[config.mk]
export PLATFORM = sky130hd
export DESIGN_NAME = jesc_start_cell
export DESIGN_NICKNAME = d
export VERILOG_FILES = /design/src/hdl/jesc_pkg.sv /design/src/hdl/jesc_start_cell.sv
export SDC_FILE = /design/constraint.sdc
export NUM_CORES = 1
export LEC_CHECK = 0
export BUFFER_PORTS_ARGS = -buffer_cell sky130_fd_sc_hd__buf_2
export CORE_ASPECT_RATIO = 0.6
export CORE_MARGIN = 1.5
export CORE_UTILIZATION = 35
export CTS_CLUSTER_DIAMETER = 120
export CTS_CLUSTER_SIZE = 12
export DETAILED_ROUTE_END_ITERATION = 7
export GPL_TIMING_DRIVEN = 0
export PLACE_DENSITY = 0.54
export SLEW_MARGIN = 5
export SYNTH_ARGS = -nofsm -noshare
export SYNTH_HDL_FRONTEND = slang
export SYNTH_SLANG_ARGS = --single-unit
[constraint.sdc]
create_clock -name clk -period 7.8 [get_ports clk]
set_input_delay 1.95 -clock clk [delete_from_list [all_inputs] [get_ports clk]]
set_output_delay 1.95 -clock clk [all_outputs]
set_load 0.03 [all_outputs]
[src/hdl/jesc_pkg.sv]
// Shared types and register codes for the Julia escape-time pixel unit.
// No dependencies; every other file in hdl/ imports this package.
package jesc_pkg;

  // Pixel coordinates as they arrive on the input channel.
  typedef struct packed {
    logic [7:0] pixel_x;
    logic [7:0] pixel_y;
  } jesc_in_t;

  // One finished pixel on the result channel.
  typedef struct packed {
    logic [7:0] out_x;
    logic [7:0] out_y;
    logic [4:0] escape_count;
  } jesc_out_t;

  // Per-frame settings, as held in the configuration registers.
  typedef struct packed {
    logic [8:0]         frame_width;
    logic [8:0]         frame_height;
    logic [16:0]        step_real;
    logic [16:0]        step_imag;
    logic signed [15:0] c_real;
    logic signed [15:0] c_imag;
  } jesc_cfg_t;

  // Register indexes on the configuration port (byte address / 4).
  typedef enum logic [2:0] {
    REG_FRAME_WIDTH  = 3'd0,
    REG_FRAME_HEIGHT = 3'd1,
    REG_STEP_REAL    = 3'd2,
    REG_STEP_IMAG    = 3'd3,
    REG_C_REAL       = 3'd4,
    REG_C_IMAG       = 3'd5
  } jesc_reg_t;

  // Reset values of the registers.
  localparam logic [8:0]         RST_FRAME_WIDTH  = 9'd64;
  localparam logic [8:0]         RST_FRAME_HEIGHT = 9'd64;
  localparam logic [16:0]        RST_STEP_REAL    = 17'd384;
  localparam logic [16:0]        RST_STEP_IMAG    = 17'd256;
  localparam logic signed [15:0] RST_C_REAL       = -16'sd6554;
  localparam logic signed [15:0] RST_C_IMAG       = 16'sd6554;

endpackage

[src/hdl/jesc_start_cell.sv]
// First cell of the chain: maps a pixel about the frame centre to the start point z0.
// Depends on jesc_pkg for the pixel and configuration types.
module jesc_start_cell
  import jesc_pkg::*;
#(
  parameter int FRACTION_BITS = 14
) (
  input  logic                         clk,
  input  logic                         rst_n,
  input  jesc_cfg_t                    cfg,
  input  logic                         in_valid,
  input  jesc_in_t                     in_tag,
  output logic                         out_valid,
  output jesc_in_t                     out_tag,
  output logic signed [FRACTION_BITS+3:0] out_zr,
  output logic signed [FRACTION_BITS+3:0] out_zi
);

  localparam int W  = FRACTION_BITS + 4;
  localparam int DW = 11;
  localparam int PW = DW + 18;
  localparam logic signed [PW-1:0] FX_MAX = $signed(PW'(2**(W-1) - 1));
  localparam logic signed [PW-1:0] FX_MIN = -FX_MAX - PW'(1);

  logic                 a_valid_r;
  jesc_in_t             a_tag_r;
  logic signed [PW-1:0] a_pr_r;
  logic signed [PW-1:0] a_pi_r;

  logic signed [DW-1:0] dx;
  logic signed [DW-1:0] dy;
  logic signed [PW-1:0] hr;
  logic signed [PW-1:0] hi;
  logic signed [W-1:0]  zr_nxt;
  logic signed [W-1:0]  zi_nxt;

  // Offset from the centre, doubled so the half-pixel stays exact.
  assign dx = $signed({2'b00, in_tag.pixel_x, 1'b0}) - $signed({2'b00, cfg.frame_width});
  assign dy = $signed({2'b00, in_tag.pixel_y, 1'b0}) - $signed({2'b00, cfg.frame_height});

  // Stage A: scale by the step per pixel.
  always_ff @(posedge clk) begin
    if (!rst_n) begin
      a_valid_r <= 1'b0;
    end else begin
      a_valid_r <= in_valid;
    end
  end

  always_ff @(posedge clk) begin
    a_tag_r <= in_tag;
    a_pr_r  <= dx * $signed({1'b0, cfg.step_real});
    a_pi_r  <= dy * $signed({1'b0, cfg.step_imag});
  end

  // Stage B: halve with floor, then clamp to the fixed-point range.
  always_comb begin
    hr = a_pr_r >>> 1;
    hi = a_pi_r >>> 1;
    if (hr > FX_MAX) begin
      zr_nxt = FX_MAX[W-1:0];
    end else if (hr < FX_MIN) begin
      zr_nxt = FX_MIN[W-1:0];
    end else begin
      zr_nxt = hr[W-1:0];
    end
    if (hi > FX_MAX) begin
      zi_nxt = FX_MAX[W-1:0];
    end else if (hi < FX_MIN) begin
      zi_nxt = FX_MIN[W-1:0];
    end else begin
      zi_nxt = hi[W-1:0];
    end
  end

  always_ff @(posedge clk) begin
    if (!rst_n) begin
      out_valid <= 1'b0;
    end else begin
      out_valid <= a_valid_r;
    end
  end

  always_ff @(posedge clk) begin
    out_tag <= a_tag_r;
    out_zr  <= zr_nxt;
    out_zi  <= zi_nxt;
  end

endmodule

Word-level counts from Yosys, hierarchy flattened

Index checks and enable logic that the tools add are counted.

Word-level logic and storage cells: 20
Input bits: 103
Flip-flop bits (word level): 126

Order comparisons: 4
$add $sub $neg: 2
Muxes and demuxes: 2
Multipliers: 2

Operators with widths:

| kind                                                          | number |
|---|---|
| multiplier 10 x 18 -> 28 bit                                  | 2 |
| > comparator 27 x 18 -> 1 bit (second input constant)         | 2 |
| less-than comparator 27 x 18 -> 1 bit (second input constant) | 2 |
| two-way mux 18 bit                                            | 2 |
| subtractor 9 x 9 -> 10 bit                                    | 2 |

Logic depth before layout (Yosys ltp)

Word-level depth: 2
Gate-level depth with buffers: 28
Depth with buffers taken out: 27

Worst setup path after synthesis

Ideal clock, no wire load.

Path type: in2reg
Start point: in cfg[75] in the netlist's numbering
End point: reg a_pr_r[23]
Data required time: 7.670 ns
Arrival time: 8.203 ns
Path slack: -0.533 ns
Library setup time: 0.130 ns
Buffers on the path: 2
Stages on the path: 27
Cells stage by stage: clkbuf_1 > inv_1 > fa_1 > a21o_1 > a21oi_1 > o21ai_1 > a21oi_1 > o21ai_1 > xor2_1 > buf_2 > nand2_1 > fa_1 > fa_1 > inv_1 > fa_1 > fa_1 > inv_1 > fa_1 > inv_1 > ha_1 > a21oi_1 > o221ai_2 > a41oi_1 > o21ai_2 > a21oi_1 > o21ai_0 > xor2_1

Longest elaborated chain between the ends: 2

RTL lines:

| item                         | RTL line              | source |
|---|---|---|
| start: declaration           | jesc_start_cell.sv:10 | `input jesc_cfg_t cfg,` |
| subtractor 9 x 9 -> 10 bit   | jesc_start_cell.sv:38 | `assign dx = $signed({2'b00, in_tag.pixel_x, 1'b0}) - $signed({2'b00, cfg.frame_width});` |
| multiplier 10 x 18 -> 28 bit | jesc_start_cell.sv:52 | `a_pr_r <= dx * $signed({1'b0, cfg.step_real});` |
| end signal: assignment       | jesc_start_cell.sv:52 |  |
| end: declaration             | jesc_start_cell.sv:27 | `logic signed [PW-1:0] a_pr_r;` |

No other way between the ends.
A chain may end at the register's enable or synchronous reset.

Final worst setup path

Start point: in cfg[67] in the netlist's numbering
End point: reg a_pi_r[26]

Longest elaborated chain between the ends: 2

RTL lines:

| item                         | RTL line              | source |
|---|---|---|
| subtractor 9 x 9 -> 10 bit   | jesc_start_cell.sv:39 | `assign dy = $signed({2'b00, in_tag.pixel_y, 1'b0}) - $signed({2'b00, cfg.frame_height});` |
| multiplier 10 x 18 -> 28 bit | jesc_start_cell.sv:53 | `a_pi_r <= dy * $signed({1'b0, cfg.step_imag});` |
| end signal: assignment       | jesc_start_cell.sv:53 |  |
| end: declaration             | jesc_start_cell.sv:28 | `logic signed [PW-1:0] a_pi_r;` |

No other way between the ends.

==> impl_results.html <==
<table>
<tr><th>Metric</th><th>Value</th></tr>
<tr><th colspan="2">STA</th></tr>
<tr><td>Final period util</td><td>99.1%</td></tr>
<tr><td># setup viols final</td><td>0</td></tr>
<tr><td>Headroom to the max-slew limit</td><td>39.0%</td></tr>
<tr><td>Final hold vios</td><td>0</td></tr>
<tr><td>Worst Clk Skew</td><td>0.0154 ns</td></tr>
<tr><td>Unrepaired setup endpoints after global routing</td><td>yes</td></tr>
<tr><td>Time the worst path needs with I/O delays and setup</td><td>7.73 ns</td></tr>
<tr><td>Worst-Margin Slew</td><td>0.908 ns</td></tr>
<tr><td>Max-slew violation count</td><td>0</td></tr>
<tr><td>Max Freq</td><td>about 0.13 GHz</td></tr>
<tr><th colspan="2">Placement</th></tr>
<tr><td>Number of buffers inserted by port buffering</td><td>93</td></tr>
<tr><td>Half-perimeter wire length after detailed placement</td><td>approximately 34 mm</td></tr>
<tr><td>Placer congestion estimate</td><td>between 0.8 and 0.9</td></tr>
<tr><td>Inst Count DP</td><td>approximately 2300</td></tr>
<tr><th colspan="2">Synthesis</th></tr>
<tr><td>Post-synth top area cell</td><td>sky130_fd_sc_hd__fa_1</td></tr>
<tr><td>Proportion of synthesized flip-flops having asynchronous set or reset</td><td>0%</td></tr>
<tr><td>Post-synthesis cell type count</td><td>58</td></tr>
<tr><td>Dominant cells by area after synthesis</td><td>sky130_fd_sc_hd__fa_1, sky130_fd_sc_hd__dfxtp_1, sky130_fd_sc_hd__ha_1</td></tr>
<tr><td>Netlist area before placement</td><td>approximately 15000 um2</td></tr>
<tr><td>Net count after synthesis</td><td>2164</td></tr>
<tr><td>Post-Syn Instances</td><td>1645</td></tr>
<tr><td>Mean instance size in the synthesized netlist</td><td>~9 um2</td></tr>
<tr><td>Yosys warns</td><td>0</td></tr>
<tr><td>Dominant synthesized flop cell</td><td>sky130_fd_sc_hd__dfxtp_1</td></tr>
<tr><td>Count of flip-flops with a built-in enable after synthesis</td><td>0</td></tr>
<tr><td>Share of the synthesized area in the top cell type</td><td>a little under a third</td></tr>
<tr><td>Register area share after synthesis</td><td>about 16%</td></tr>
<tr><td>Seq cells post-synth</td><td>124</td></tr>
<tr><th colspan="2">Floorplanning</th></tr>
<tr><td>Die width</td><td>roughly 270 um</td></tr>
<tr><td>Area of the die</td><td>between 40000 and 50000 um2</td></tr>
<tr><td>Row count</td><td>58</td></tr>
<tr><td>Initial core utilization</td><td>between 30% and 40%</td></tr>
<tr><td>Area of the core</td><td>around 42000 um2</td></tr>
<tr><td>Die Height</td><td>between 150 and 200 um</td></tr>
<tr><td>I/O Pins</td><td>156</td></tr>
<tr><th colspan="2">CTS</th></tr>
<tr><td>Clock Root Buffer</td><td>sky130_fd_sc_hd__clkbuf_16</td></tr>
<tr><td>CTS max path bufs</td><td>2</td></tr>
<tr><td>CTS Sinks</td><td>about 120</td></tr>
<tr><td>CTS buffer count</td><td>17</td></tr>
<tr><td>H-tree levels</td><td>4</td></tr>
<tr><td>Clock-pin slew on the worst setup and hold paths</td><td>around 0.080 ns</td></tr>
<tr><td>Hold buffer count at CTS</td><td>0</td></tr>
<tr><td>Clock Latency Late Sink</td><td>0.43 ns</td></tr>
<tr><td>TritonCTS clock tree</td><td>yes</td></tr>
<tr><th colspan="2">GRT</th></tr>
<tr><td>Vias in the first global route</td><td>approximately 12000</td></tr>
<tr><td>Overall Global Routing Usage</td><td>19.7%</td></tr>
<tr><td>Total overflow reported by the global router</td><td>0</td></tr>
<tr><td>Wire length of the first global-routing pass</td><td>approximately 67 mm</td></tr>
<tr><td>Antenna violations before repair</td><td>3</td></tr>
<tr><td>Pin count of the biggest net entering global routing</td><td>17</td></tr>
<tr><th colspan="2">Setup path</th></tr>
<tr><td>Standard cell with the maximum stage delay on the critical path</td><td>sky130_fd_sc_hd__fa_1</td></tr>
<tr><td>Crit path capture type</td><td>flip-flop</td></tr>
<tr><td>Total buffers and inverters traversed by the critical path</td><td>8</td></tr>
<tr><td>Cell family contributing the most delay on the critical path</td><td>adder cells</td></tr>
<tr><td>Launching element type of the critical path</td><td>primary input</td></tr>
<tr><td>Cell occurring most often along the worst timing path</td><td>sky130_fd_sc_hd__fa_1</td></tr>
<tr><td>Required @ worst endpoint</td><td>between 8 and 9 ns</td></tr>
<tr><td>WS Path Type</td><td>in -&gt; reg</td></tr>
<tr><td>Biggest cell delay along the critical path</td><td>0.57 ns</td></tr>
<tr><td>Crit Path Max Fanout</td><td>8</td></tr>
<tr><td>CP arrival</td><td>roughly 8 ns</td></tr>
<tr><th colspan="2">Finish</th></tr>
<tr><td>Growth of design area from synthesis to finish</td><td>22.8%</td></tr>
<tr><td>Final net count</td><td>between 2000 and 2500</td></tr>
<tr><td>Share of layout cells above drive strength 1</td><td>a little over a fifth</td></tr>
<tr><td>Most frequent standard cell in the layout excluding fill and tap cells</td><td>sky130_fd_sc_hd__inv_1</td></tr>
<tr><td>Number of non-filler instances in the completed layout</td><td>around 2400</td></tr>
<tr><td>Commonest non-fill, non-tap cells in the layout</td><td>sky130_fd_sc_hd__inv_1, sky130_fd_sc_hd__fa_1, sky130_fd_sc_hd__nand2_1</td></tr>
<tr><th colspan="2">Routing</th></tr>
<tr><td>Drt via density</td><td>4.90</td></tr>
<tr><td>Via count of the routed design</td><td>roughly 12000</td></tr>
<tr><td>DRC violation count after routing</td><td>0</td></tr>
<tr><td>Wire per inst</td><td>roughly 18 um</td></tr>
<tr><td>Length of the first detailed-routing pass in iterations</td><td>8</td></tr>
<tr><td>Routed wire length</td><td>roughly 44 mm</td></tr>
<tr><td>Initial DRC Count</td><td>roughly 900</td></tr>
<tr><td>Count of nets left with antenna violations after detail routing</td><td>0</td></tr>
<tr><th colspan="2">Status</th></tr>
<tr><td>Status</td><td>complete, no violations</td></tr>
<tr><th colspan="2">Min path</th></tr>
<tr><td>Hold/Removal Path Class</td><td>reg -&gt; reg</td></tr>
<tr><th colspan="2">Job</th></tr>
<tr><td>Max-cap violations</td><td>0</td></tr>
</table>
area by class of cell:
type	count	area (um2)
Antenna cell	2	5.00
Buffer	68	453
Clock buffer	18	439
Clock inverter	14	150
Fill cell	4119	23700
Inverter	319	1200
Multi-Input combinational cell	1131	12100
Sequential cell	124	2480
Tap cell	570	713
Timing Repair Buffer	161	1070
sequential cells by signal, indices dropped and copies added, names as in the netlist:
signal and cells:
a_pi_r 27, a_pr_r 27, out_zi 18, out_zr 18
a_tag_r 16, out_tag 16, a_valid_r 1, out_valid 1
through the flow:
stage	setup slack [ns]	hold slack, ns	cell area, um2	TNS, ns	util, %
2_1_floorplan	0.0290	0.310	15300	0	-
3_3_place_gp	-1.48	0.310	16500	-38.97	39.0
3_5_place_dp	-1.53	0.312	16500	-40.25	39.0
4_1_cts	-0.0110	0.324	17800	-0.0110	42.0
5_1_grt	-0.0675	0.329	18700	-0.388	44.1
6_report	0.0688	0.320	18700	0	44.1
final timing paths:
path	from	to	slack, ns	depth (start not counted)
max	cfg[67]	a_pi_r[26]	0.07	28
min	a_tag_r[13]	out_tag[13]	0.32	0
max reg2reg	a_pi_r[26]	out_zi[13]	5.94	4
min reg2reg	a_tag_r[13]	out_tag[13]	0.32	0
worst reg2reg max path, stage by stage, from the launching register on:
cell and delay (ns):
sky130_fd_sc_hd__dfxtp_1 0.36, sky130_fd_sc_hd__nor3_1 0.09, sky130_fd_sc_hd__a31oi_2 0.63, sky130_fd_sc_hd__clkbuf_1 0.54
sky130_fd_sc_hd__a21o_1 0.18
layer usage:
layer	vias up	global-route usage, %	share of wire [%]
met3	35	6.26	9.5
li1	5529	-	-
met1	5840	31.5	52
met2	398	25.0	37
met4	2	3.66	1.3
met5	-	0	0.028
cell families (layout without fill, tap and decap cells):
logic type	after synthesis	in the layout	share of synthesized area (%)
AO/OA/AOI/OAI	201	201	9.03
XOR/XNOR	54	54	3.11
adder cells (fa/ha/maj)	416	416	46.1
buffers and inverters	391	580	10.1
flip-flops	124	124	16.3
other	0	2	0
AND/OR/NAND/NOR	459	460	15.3
synth_stat cells (11+ instances only):
master and instances:
sky130_fd_sc_hd__a21oi_1 50, sky130_fd_sc_hd__nor3_1 29, sky130_fd_sc_hd__xnor2_1 33, sky130_fd_sc_hd__inv_1 319, sky130_fd_sc_hd__xor2_1 21, sky130_fd_sc_hd__buf_1 11
sky130_fd_sc_hd__buf_2 11, sky130_fd_sc_hd__nand3_1 28, sky130_fd_sc_hd__dfxtp_1 124, sky130_fd_sc_hd__nor2_1 25, sky130_fd_sc_hd__ha_1 176, sky130_fd_sc_hd__or3_1 15
sky130_fd_sc_hd__and3_1 37, sky130_fd_sc_hd__nand2b_1 20, sky130_fd_sc_hd__a21o_1 56, sky130_fd_sc_hd__nand2_1 176, sky130_fd_sc_hd__o21ai_0 21, sky130_fd_sc_hd__fa_1 240
sky130_fd_sc_hd__clkbuf_1 40, sky130_fd_sc_hd__and2_1 93
timing repair:
item | CTS | global route
gates resized for setup | 104 | 137
setup buffers | 26 | 38
cloned | 1 | 3
pin swaps | 55 | 110
hold endpoints to repair | 0 | 0
endpoints found under the setup margin | 35 | 25
Power is left out: the tool's default activity adds up to more than one toggle a clock period on the data nets, which glitch-free logic cannot reach.
