[config.mk]
export PLATFORM = sky130hd
export DESIGN_NAME = jesc_iter_cell
export DESIGN_NICKNAME = d
export VERILOG_FILES = /design/src/hdl/jesc_pkg.sv /design/src/hdl/jesc_iter_cell.sv
export SDC_FILE = /design/constraint.sdc
export NUM_CORES = 2
export LEC_CHECK = 0
export BUFFER_PORTS_ARGS = -buffer_cell sky130_fd_sc_hd__buf_2
export CAP_MARGIN = 20
export CORE_MARGIN = 4
export CORE_UTILIZATION = 33
export DETAILED_ROUTE_END_ITERATION = 8
export PLACE_DENSITY = 0.57
export SYNTH_ARGS = -nofsm -noshare
export SYNTH_HDL_FRONTEND = slang
export SYNTH_SLANG_ARGS = --single-unit
[constraint.sdc]
create_clock -name clk -period 10.25 [get_ports clk]
set_input_delay 1.5375 -clock clk [delete_from_list [all_inputs] [get_ports clk]]
set_output_delay 1.5375 -clock clk [all_outputs]
set_load 0.02 [all_outputs]
[src/hdl/jesc_pkg.sv]
// Shared types and register codes for the Julia escape-time pixel unit.
// No dependencies; every other file in hdl/ imports this package.
package jesc_pkg;

  // Pixel coordinates as they arrive on the input channel.
  typedef struct packed {
    logic [7:0] pixel_x;
    logic [7:0] pixel_y;
  } jesc_in_t;

  // One finished pixel on the result channel.
  typedef struct packed {
    logic [7:0] out_x;
    logic [7:0] out_y;
    logic [4:0] escape_count;
  } jesc_out_t;

  // Per-frame settings, as held in the configuration registers.
  typedef struct packed {
    logic [8:0]         frame_width;
    logic [8:0]         frame_height;
    logic [16:0]        step_real;
    logic [16:0]        step_imag;
    logic signed [15:0] c_real;
    logic signed [15:0] c_imag;
  } jesc_cfg_t;

  // Register indexes on the configuration port (byte address / 4).
  typedef enum logic [2:0] {
    REG_FRAME_WIDTH  = 3'd0,
    REG_FRAME_HEIGHT = 3'd1,
    REG_STEP_REAL    = 3'd2,
    REG_STEP_IMAG    = 3'd3,
    REG_C_REAL       = 3'd4,
    REG_C_IMAG       = 3'd5
  } jesc_reg_t;

  // Reset values of the registers.
  localparam logic [8:0]         RST_FRAME_WIDTH  = 9'd64;
  localparam logic [8:0]         RST_FRAME_HEIGHT = 9'd64;
  localparam logic [16:0]        RST_STEP_REAL    = 17'd384;
  localparam logic [16:0]        RST_STEP_IMAG    = 17'd256;
  localparam logic signed [15:0] RST_C_REAL       = -16'sd6554;
  localparam logic signed [15:0] RST_C_IMAG       = 16'sd6554;

endpackage

[src/hdl/jesc_iter_cell.sv]
// One iteration cell of the chain: tests |z|^2 against 4 and forms z*z + c.
// Depends on jesc_pkg for the pixel and configuration types.
module jesc_iter_cell
  import jesc_pkg::*;
#(
  parameter int FRACTION_BITS = 14,
  parameter int CW            = 5
) (
  input  logic                         clk,
  input  logic                         rst_n,
  input  jesc_cfg_t                    cfg,
  input  logic                         in_valid,
  input  logic                         in_done,
  input  logic [CW-1:0]                in_count,
  input  jesc_in_t                     in_tag,
  input  logic signed [FRACTION_BITS+3:0] in_zr,
  input  logic signed [FRACTION_BITS+3:0] in_zi,
  output logic                         out_valid,
  output logic                         out_done,
  output logic [CW-1:0]                out_count,
  output jesc_in_t                     out_tag,
  output logic signed [FRACTION_BITS+3:0] out_zr,
  output logic signed [FRACTION_BITS+3:0] out_zi
);

  localparam int W  = FRACTION_BITS + 4;
  localparam int PW = 2 * W;
  localparam logic [PW:0] FOUR = (PW+1)'(1) << (2 * FRACTION_BITS + 2);
  localparam logic signed [PW:0] FX_MAX = $signed((PW+1)'(2**(W-1) - 1));
  localparam logic signed [PW:0] FX_MIN = -FX_MAX - (PW+1)'(1);

  logic                 a_valid_r;
  logic                 a_done_r;
  logic [CW-1:0]        a_count_r;
  jesc_in_t             a_tag_r;
  logic signed [PW-1:0] a_rr_r;
  logic signed [PW-1:0] a_ii_r;
  logic signed [PW-1:0] a_ri_r;

  logic [PW:0]          mag2;
  logic                 escape;
  logic signed [PW:0]   diff;
  logic signed [PW:0]   re_s;
  logic signed [PW:0]   im_s;
  logic signed [W-1:0]  zr_nxt;
  logic signed [W-1:0]  zi_nxt;
  logic                 done_nxt;
  logic [CW-1:0]        count_nxt;

  // Stage A: the three products at full width.
  always_ff @(posedge clk) begin
    if (!rst_n) begin
      a_valid_r <= 1'b0;
    end else begin
      a_valid_r <= in_valid;
    end
  end

  always_ff @(posedge clk) begin
    a_done_r  <= in_done;
    a_count_r <= in_count;
    a_tag_r   <= in_tag;
    a_rr_r    <= in_zr * in_zr;
    a_ii_r    <= in_zi * in_zi;
    a_ri_r    <= in_zr * in_zi;
  end

  // Stage B: escape test, then the new z with floor shift and clamp.
  always_comb begin
    mag2   = {a_rr_r[PW-1], a_rr_r} + {a_ii_r[PW-1], a_ii_r};
    escape = mag2 >= FOUR;
    diff   = {a_rr_r[PW-1], a_rr_r} - {a_ii_r[PW-1], a_ii_r};
    re_s   = (diff >>> FRACTION_BITS)
           + $signed({{(PW-15){cfg.c_real[15]}}, cfg.c_real});
    // Doubling zr*zi and shifting by F is a shift by F-1.
    im_s   = ($signed({a_ri_r[PW-1], a_ri_r}) >>> (FRACTION_BITS - 1))
           + $signed({{(PW-15){cfg.c_imag[15]}}, cfg.c_imag});
    if (re_s > FX_MAX) begin
      zr_nxt = FX_MAX[W-1:0];
    end else if (re_s < FX_MIN) begin
      zr_nxt = FX_MIN[W-1:0];
    end else begin
      zr_nxt = re_s[W-1:0];
    end
    if (im_s > FX_MAX) begin
      zi_nxt = FX_MAX[W-1:0];
    end else if (im_s < FX_MIN) begin
      zi_nxt = FX_MIN[W-1:0];
    end else begin
      zi_nxt = im_s[W-1:0];
    end
    // A pixel that has already escaped keeps its count and done flag; its z still updates.
    done_nxt  = a_done_r | escape;
    count_nxt = done_nxt ? a_count_r : a_count_r + CW'(1);
  end

  always_ff @(posedge clk) begin
    if (!rst_n) begin
      out_valid <= 1'b0;
    end else begin
      out_valid <= a_valid_r;
    end
  end

  always_ff @(posedge clk) begin
    out_done  <= done_nxt;
    out_count <= count_nxt;
    out_tag   <= a_tag_r;
    out_zr    <= zr_nxt;
    out_zi    <= zi_nxt;
  end

`ifndef SYNTHESIS
  // An escaped pixel keeps its count through the cell.
  assert property (@(posedge clk) disable iff (!rst_n)
    (in_valid && in_done) |-> ##2 (out_done && out_count == $past(in_count, 2)))
    else $error("escaped pixel changed count in iteration cell");

  // The count grows by at most one per cell.
  assert property (@(posedge clk) disable iff (!rst_n)
    in_valid |-> ##2 (out_valid && (out_count == $past(in_count, 2)
                      || out_count == $past(in_count, 2) + CW'(1))))
    else $error("iteration cell count stepped wrongly");

  // A count that did not grow means the pixel is marked escaped.
  assert property (@(posedge clk) disable iff (!rst_n)
    (in_valid && !in_done) |-> ##2 (out_done || out_count == $past(in_count, 2) + CW'(1)))
    else $error("live pixel neither escaped nor counted");
`endif

endmodule
After elaboration in Yosys (flattened, before gate mapping)
Cells that the tools add are included.
{ "word_totals": {"out_inout_bits": 59, "wordCells": 32, "reg_bits": 190, "in_bits": 145} }
{ "op_classes": {"add_sub_neg": 5, "n_mul": 3, "bitwise_logic": 1, "n_mux": 3, "order_cmp": 5} }
{ "ops": {"columns": ["cell", "count"], "rows": [
  ["$mul 18x18->36", 3],
  ["$add 23x16->24", 2],
  ["$gt 24x18->1 const B", 2],
  ["$lt 24x18->1 const B", 2],
  ["$add 36x36->37", 1],
  ["$ge 37x31->1 const B", 1],
  ["$sub 36x36->37", 1],
  ["$mux 18", 2],
  ["$add 5x1->5 const B", 1],
  ["$mux 5", 1],
  ["$or 1x1->1", 1]
]} }

Depth between registers and ports, before layout
{ "depth": {"ltp_word": 4, "depth_mapped": 28, "depth_no_buf": 25} }

Worst setup path after synthesis
Ideal clock, no wire load.
{ "synth_path": {"path_kind": "in2reg", "start": "input in_zr[17]", "end": "register a_rr_r[35]", "n_path_buf": 2, "cell_stages": 25, "arrival_ns": 7.725, "setup_ns": 0.072, "path_slack_ns": 2.453, "t_required_ns": 10.178, "path_cell_list": "clkbuf_1 -> buf_1 -> nand2_1 -> inv_1 -> fa_1 -> inv_1 -> fa_1 -> inv_1 -> fa_1 -> fa_1 -> fa_1 -> inv_1 -> fa_1 -> inv_1 -> ha_1 -> a21o_1 -> o21a_1 -> o21ai_0 -> nand2b_1 -> or3_1 -> o31a_1 -> a2111oi_0 -> o21bai_1 -> a21oi_1 -> xnor2_1"} }
{ "synth_between": {"elab_chain_cells": 1} }
{ "synth_rtl": {"columns": ["item", "line", "source"], "rows": [
  ["start: declaration", "jesc_iter_cell.sv:16", "input logic signed [FRACTION_BITS+3:0] in_zr,"],
  ["$mul 18x18->36", "jesc_iter_cell.sv:63", "a_rr_r <= in_zr * in_zr;"],
  ["end signal: assignment", "jesc_iter_cell.sv:63", null],
  ["end: declaration", "jesc_iter_cell.sv:36", "logic signed [PW-1:0] a_rr_r;"]
]} }
Every way passes these cells.
A chain may end at the register's enable or synchronous reset.

Worst setup path after layout
{ "layout_path": {"start": "input in_zr[2]", "end": "register a_rr_r[35]"} }
The elaborated chain is that of the path after synthesis.

==> Flow_metrics.wiki <==
{| class="wikitable"
! Metric !! Value
|-
| Depth of the worst register-to-register path || 20
|-
| Leading cell types by count after synthesis || 1301 x sky130_fd_sc_hd__inv_1, 929 x sky130_fd_sc_hd__fa_1, 416 x sky130_fd_sc_hd__nand2_1
|-
| Floorplan core area || between 100000 and 150000 µm²
|-
| Overflow left after global routing || 0
|-
| Port Buffers || about 150
|-
| Number of endpoints failing setup at the final stage || 0
|-
| Worst Skew || roughly 0.026 ns
|-
| Most instantiated flip-flop cell in the synthesis netlist || sky130_fd_sc_hd__dfxtp_1
|-
| Pre-Repair DR Iteration Count || 5
|-
| TritonCTS clock tree || yes
|-
| Fmax achieved || ~120 MHz
|-
| Number of distinct standard cells referenced by the synthesized netlist || approximately 80
|-
| Number of placed instances with taps included || ~6300
|-
| Floorplan row count || between 100 and 150
|-
| Vias in the first global route || slightly above 30000
|-
| Max-slew violation count || 0
|-
| Worst-Margin Slew || slightly above 1 ns
|-
| Number of warnings reported in the yosys synthesis log || 0
|-
| Global-route wire length before repair || around 150 mm
|-
| Worst setup timing slack at the placement stage || between 1 and 1.5 ns
|-
| Clock root buffer master || sky130_fd_sc_hd__clkbuf_16
|-
| Post-synthesis sequential element count || ~180
|-
| Post-Synthesis Net Count || about 6000
|-
| Endpoint, Worst Hold || out_tag[2]$_DFF_P_
|-
| Detailed Route Iter0 Violations || around 1200
|-
| Worst setup EP type || register
|-
| Post-CTS Setup Bufs || 0
|-
| Gate count of the mapped netlist || around 4600
|-
| Die Footprint || between 100000 and 150000 µm²
|-
| Worst hold path startpoint || a_tag_r[2]$_DFF_P_
|-
| Clock latency reported for the late side of the worst-skew pair || around 0.53 ns
|-
| Die Width || ~360 µm
|-
| Clock buffers created by TritonCTS || 17
|-
| Outcome || complete, no violations
|-
| Reg2reg start || a_rr_r[10]$_DFF_P_
|-
| Number of DRC violations after detailed routing || 0
|-
| Area growth syn-to-layout || 7.42%
|-
| Via-to-Cell Ratio || ~4.5
|-
| PnR worst setup slack || 1.95 ns
|-
| Critical Path Start Type || input port
|-
| Tightest Hold Check Type || reg2reg
|-
| Initial core utilization || 0.333
|-
| Antenna-violating nets left || 0
|-
| Share of the clock period used by the worst path after layout || 0.810
|-
| Period minus WS final || 8.30 ns
|-
| Total routed wirelength || 90.8 mm
|-
| Total standard cell area after synthesis || around 42000 µm²
|-
| Final cell count without fillers || around 6300
|-
| Overall routing resource usage || 0.147
|-
| Maximum number of pins on one net before global-route repair || 40
|-
| Post-DP HPWL || 74.8 mm
|-
| Fraction of final layout cells with drive strength greater than 1 || 0.0527
|-
| Detailed-route via count || ~29000
|-
| R2R Setup Slk || between 4 and 5 ns
|-
| Number of nets in the layout || slightly above 6000
|-
| Number of hold-slack violations in the final timing report || 0
|-
| Clock edge transition at the registers on the reported setup and hold paths || roughly 0.080 ns
|-
| Crit path DAT || ~8.8 ns
|-
| Area fraction of the dominant cell type after synthesis || 0.444
|-
| Relative slew slack || 0.310
|-
| Post-synth top area cell || sky130_fd_sc_hd__fa_1
|-
| Fin Setup TNS || 0 ns
|-
| Worst hold stages || 0
|-
| Fraction of registers with async set/reset || 0
|-
| Reg-to-reg endpoint || out_zr[1]$_SDFF_PN1_
|-
| Flip-flop and latch area || 3500 µm²
|-
| Area post-placement || roughly 44000 µm²
|-
| Post-cts hold buffer count || 0
|-
| DIE HEIGHT || roughly 360 µm
|-
| Number of max-capacitance violations reported || 0
|-
| RSZ-0062 raised after global routing || no
|-
| Final estimated routing congestion in global placement || roughly 0.8
|-
| Post-Layout Inst Area || between 40000 and 50000 µm²
|-
| Number of top-level pins || approximately 200
|-
| Most used standard cell by instance count after synthesis || sky130_fd_sc_hd__inv_1
|-
| WL/cell || 14.4 µm
|-
| Post-synth EDFFs || 0
|-
| Max Fanout on Critical Path || 34
|-
| Cells taking the most area after synthesis || sky130_fd_sc_hd__fa_1 44%, sky130_fd_sc_hd__ha_1 12%, sky130_fd_sc_hd__inv_1 12%
|-
| Filler cell count in the final layout || roughly 13000
|-
| Number of buffers on the longest clock path || 2
|-
| # H-tree levels || 4
|-
| Number of gates resized after cts || 0
|-
| # clock sinks || 175
|-
| Sequential cell area fraction in the yosys report || 0.0837
|-
| Worst Setup Path Type || in2reg
|-
| Mapped Avg Cell Area || 9.17 µm²
|-
| Initial antenna violation count || 12
|-
| Required time worst endpoint || 10.71 ns
|-
| Area of the multi-input gates || around 33000 µm²
|}
[layer usage]
layer	global-route usage	vias to the layer above	routed length, µm	share of wire
met5	0	-	41	0.00045
met4	0.0414	6	2350	0.026
met3	0.0255	102	3950	0.043
met2	0.254	404	45300	0.50
met1	0.189	14500	39200	0.43
li1	-	13500	-	-
[state kept, by name (all words and copies together), names as in the netlist]
signal     cells
out_zr        18
a_ri_r        23
out_valid      1
a_tag_r       16
a_valid_r      1
a_rr_r        35
out_tag       16
out_zi        18
a_count_r      5
out_done       1
a_ii_r        35
out_count      5
a_done_r       1
[logic make-up (layout without fill, tap and decap cells)]
group	count (synthesis)	after routing	share of synthesized area
xor gates and xnor gates	167	167	0.0349
other	0	4	0
muxes	4	4	0.00105
DFF	175	175	0.0837
adders and majority gates	1335	1335	0.566
and+or+nand+nor	996	996	0.114
AOI/OAI and AO/OA	437	437	0.0703
buffers and inverters	1452	1519	0.130
[worst max-delay path by stage]
stage	startpoint	endpoint	slack (ns)	depth (start not counted)
after floorplan	in_zr[17]	a_rr_r[35]$_DFF_P_	2.45	25
after global placement	in_zr[2]	a_rr_r[35]$_DFF_P_	1.42	23
after detailed placement	in_zr[2]	a_rr_r[35]$_DFF_P_	1.39	23
after CTS	in_zr[2]	a_rr_r[35]$_DFF_P_	1.98	23
after global routing	in_zr[2]	a_rr_r[35]$_DFF_P_	1.41	23
final	in_zr[2]	a_rr_r[35]$_DFF_P_	1.95	23
[through the flow]
stage | utilization | hold WS (ns)
floorplan | - | 0.310
global placement | 0.353 | 0.310
detailed placement | 0.353 | 0.312
CTS | 0.358 | 0.331
global route | 0.358 | 0.333
finish | 0.358 | 0.327
[critical path: stages]
cell and delay (ns):
sky130_fd_sc_hd__buf_2 0.60, sky130_fd_sc_hd__inv_1 0.42, sky130_fd_sc_hd__nor2_1 0.22, sky130_fd_sc_hd__fa_1 0.58, sky130_fd_sc_hd__fa_1 0.60, sky130_fd_sc_hd__ha_1 0.54, sky130_fd_sc_hd__inv_1 0.23, sky130_fd_sc_hd__fa_1 0.55
sky130_fd_sc_hd__inv_1 0.05, sky130_fd_sc_hd__fa_1 0.52, sky130_fd_sc_hd__inv_1 0.05, sky130_fd_sc_hd__fa_1 0.47, sky130_fd_sc_hd__inv_1 0.04, sky130_fd_sc_hd__ha_1 0.36, sky130_fd_sc_hd__o21a_1 0.15, sky130_fd_sc_hd__o21ai_0 0.16
sky130_fd_sc_hd__nand2b_1 0.11, sky130_fd_sc_hd__or3_1 0.33, sky130_fd_sc_hd__o31a_1 0.36, sky130_fd_sc_hd__a2111oi_0 0.43, sky130_fd_sc_hd__o21bai_1 0.13, sky130_fd_sc_hd__a21oi_1 0.18, sky130_fd_sc_hd__xnor2_1 0.13
[cell type report]
class / count / area share
inverter: 1302 / 0.109
timing repair buffer: 185 / 0.0225
tap: 1650 / 0.0459
clock inverter: 15 / 0.00376
multi-input combinational: 2939 / 0.732
sequential: 175 / 0.0779
antenna: 4 / 0.000223
clock buffer: 17 / 0.00946
[cells in the final DEF (no fill, tap or decap), types with 16 or more instances in the layout]
cell type                   synthesis  layout
sky130_fd_sc_hd__o21ai_0           58      58
sky130_fd_sc_hd__o21bai_1          16      16
sky130_fd_sc_hd__a21oi_1          124     124
sky130_fd_sc_hd__nor2_1           147     147
sky130_fd_sc_hd__inv_1           1301    1301
sky130_fd_sc_hd__buf_4              0      34
sky130_fd_sc_hd__nand2_1          416     416
sky130_fd_sc_hd__and2_1           238     238
sky130_fd_sc_hd__a21o_1            93      93
sky130_fd_sc_hd__xnor2_1          119     119
sky130_fd_sc_hd__o21a_1            31      31
sky130_fd_sc_hd__nand2b_1          38      38
sky130_fd_sc_hd__nor3_1            47      47
sky130_fd_sc_hd__nand3_1           26      26
sky130_fd_sc_hd__nor2b_1           26      26
sky130_fd_sc_hd__buf_2              3     151
sky130_fd_sc_hd__xor2_1            48      48
sky130_fd_sc_hd__ha_1             406     406
sky130_fd_sc_hd__fa_1             929     929
sky130_fd_sc_hd__dfxtp_1          175     175
sky130_fd_sc_hd__clkbuf_16          0      17
Power is left out: the tool's default activity adds up to more than one toggle a clock period on the data nets, which glitch-free logic cannot reach.
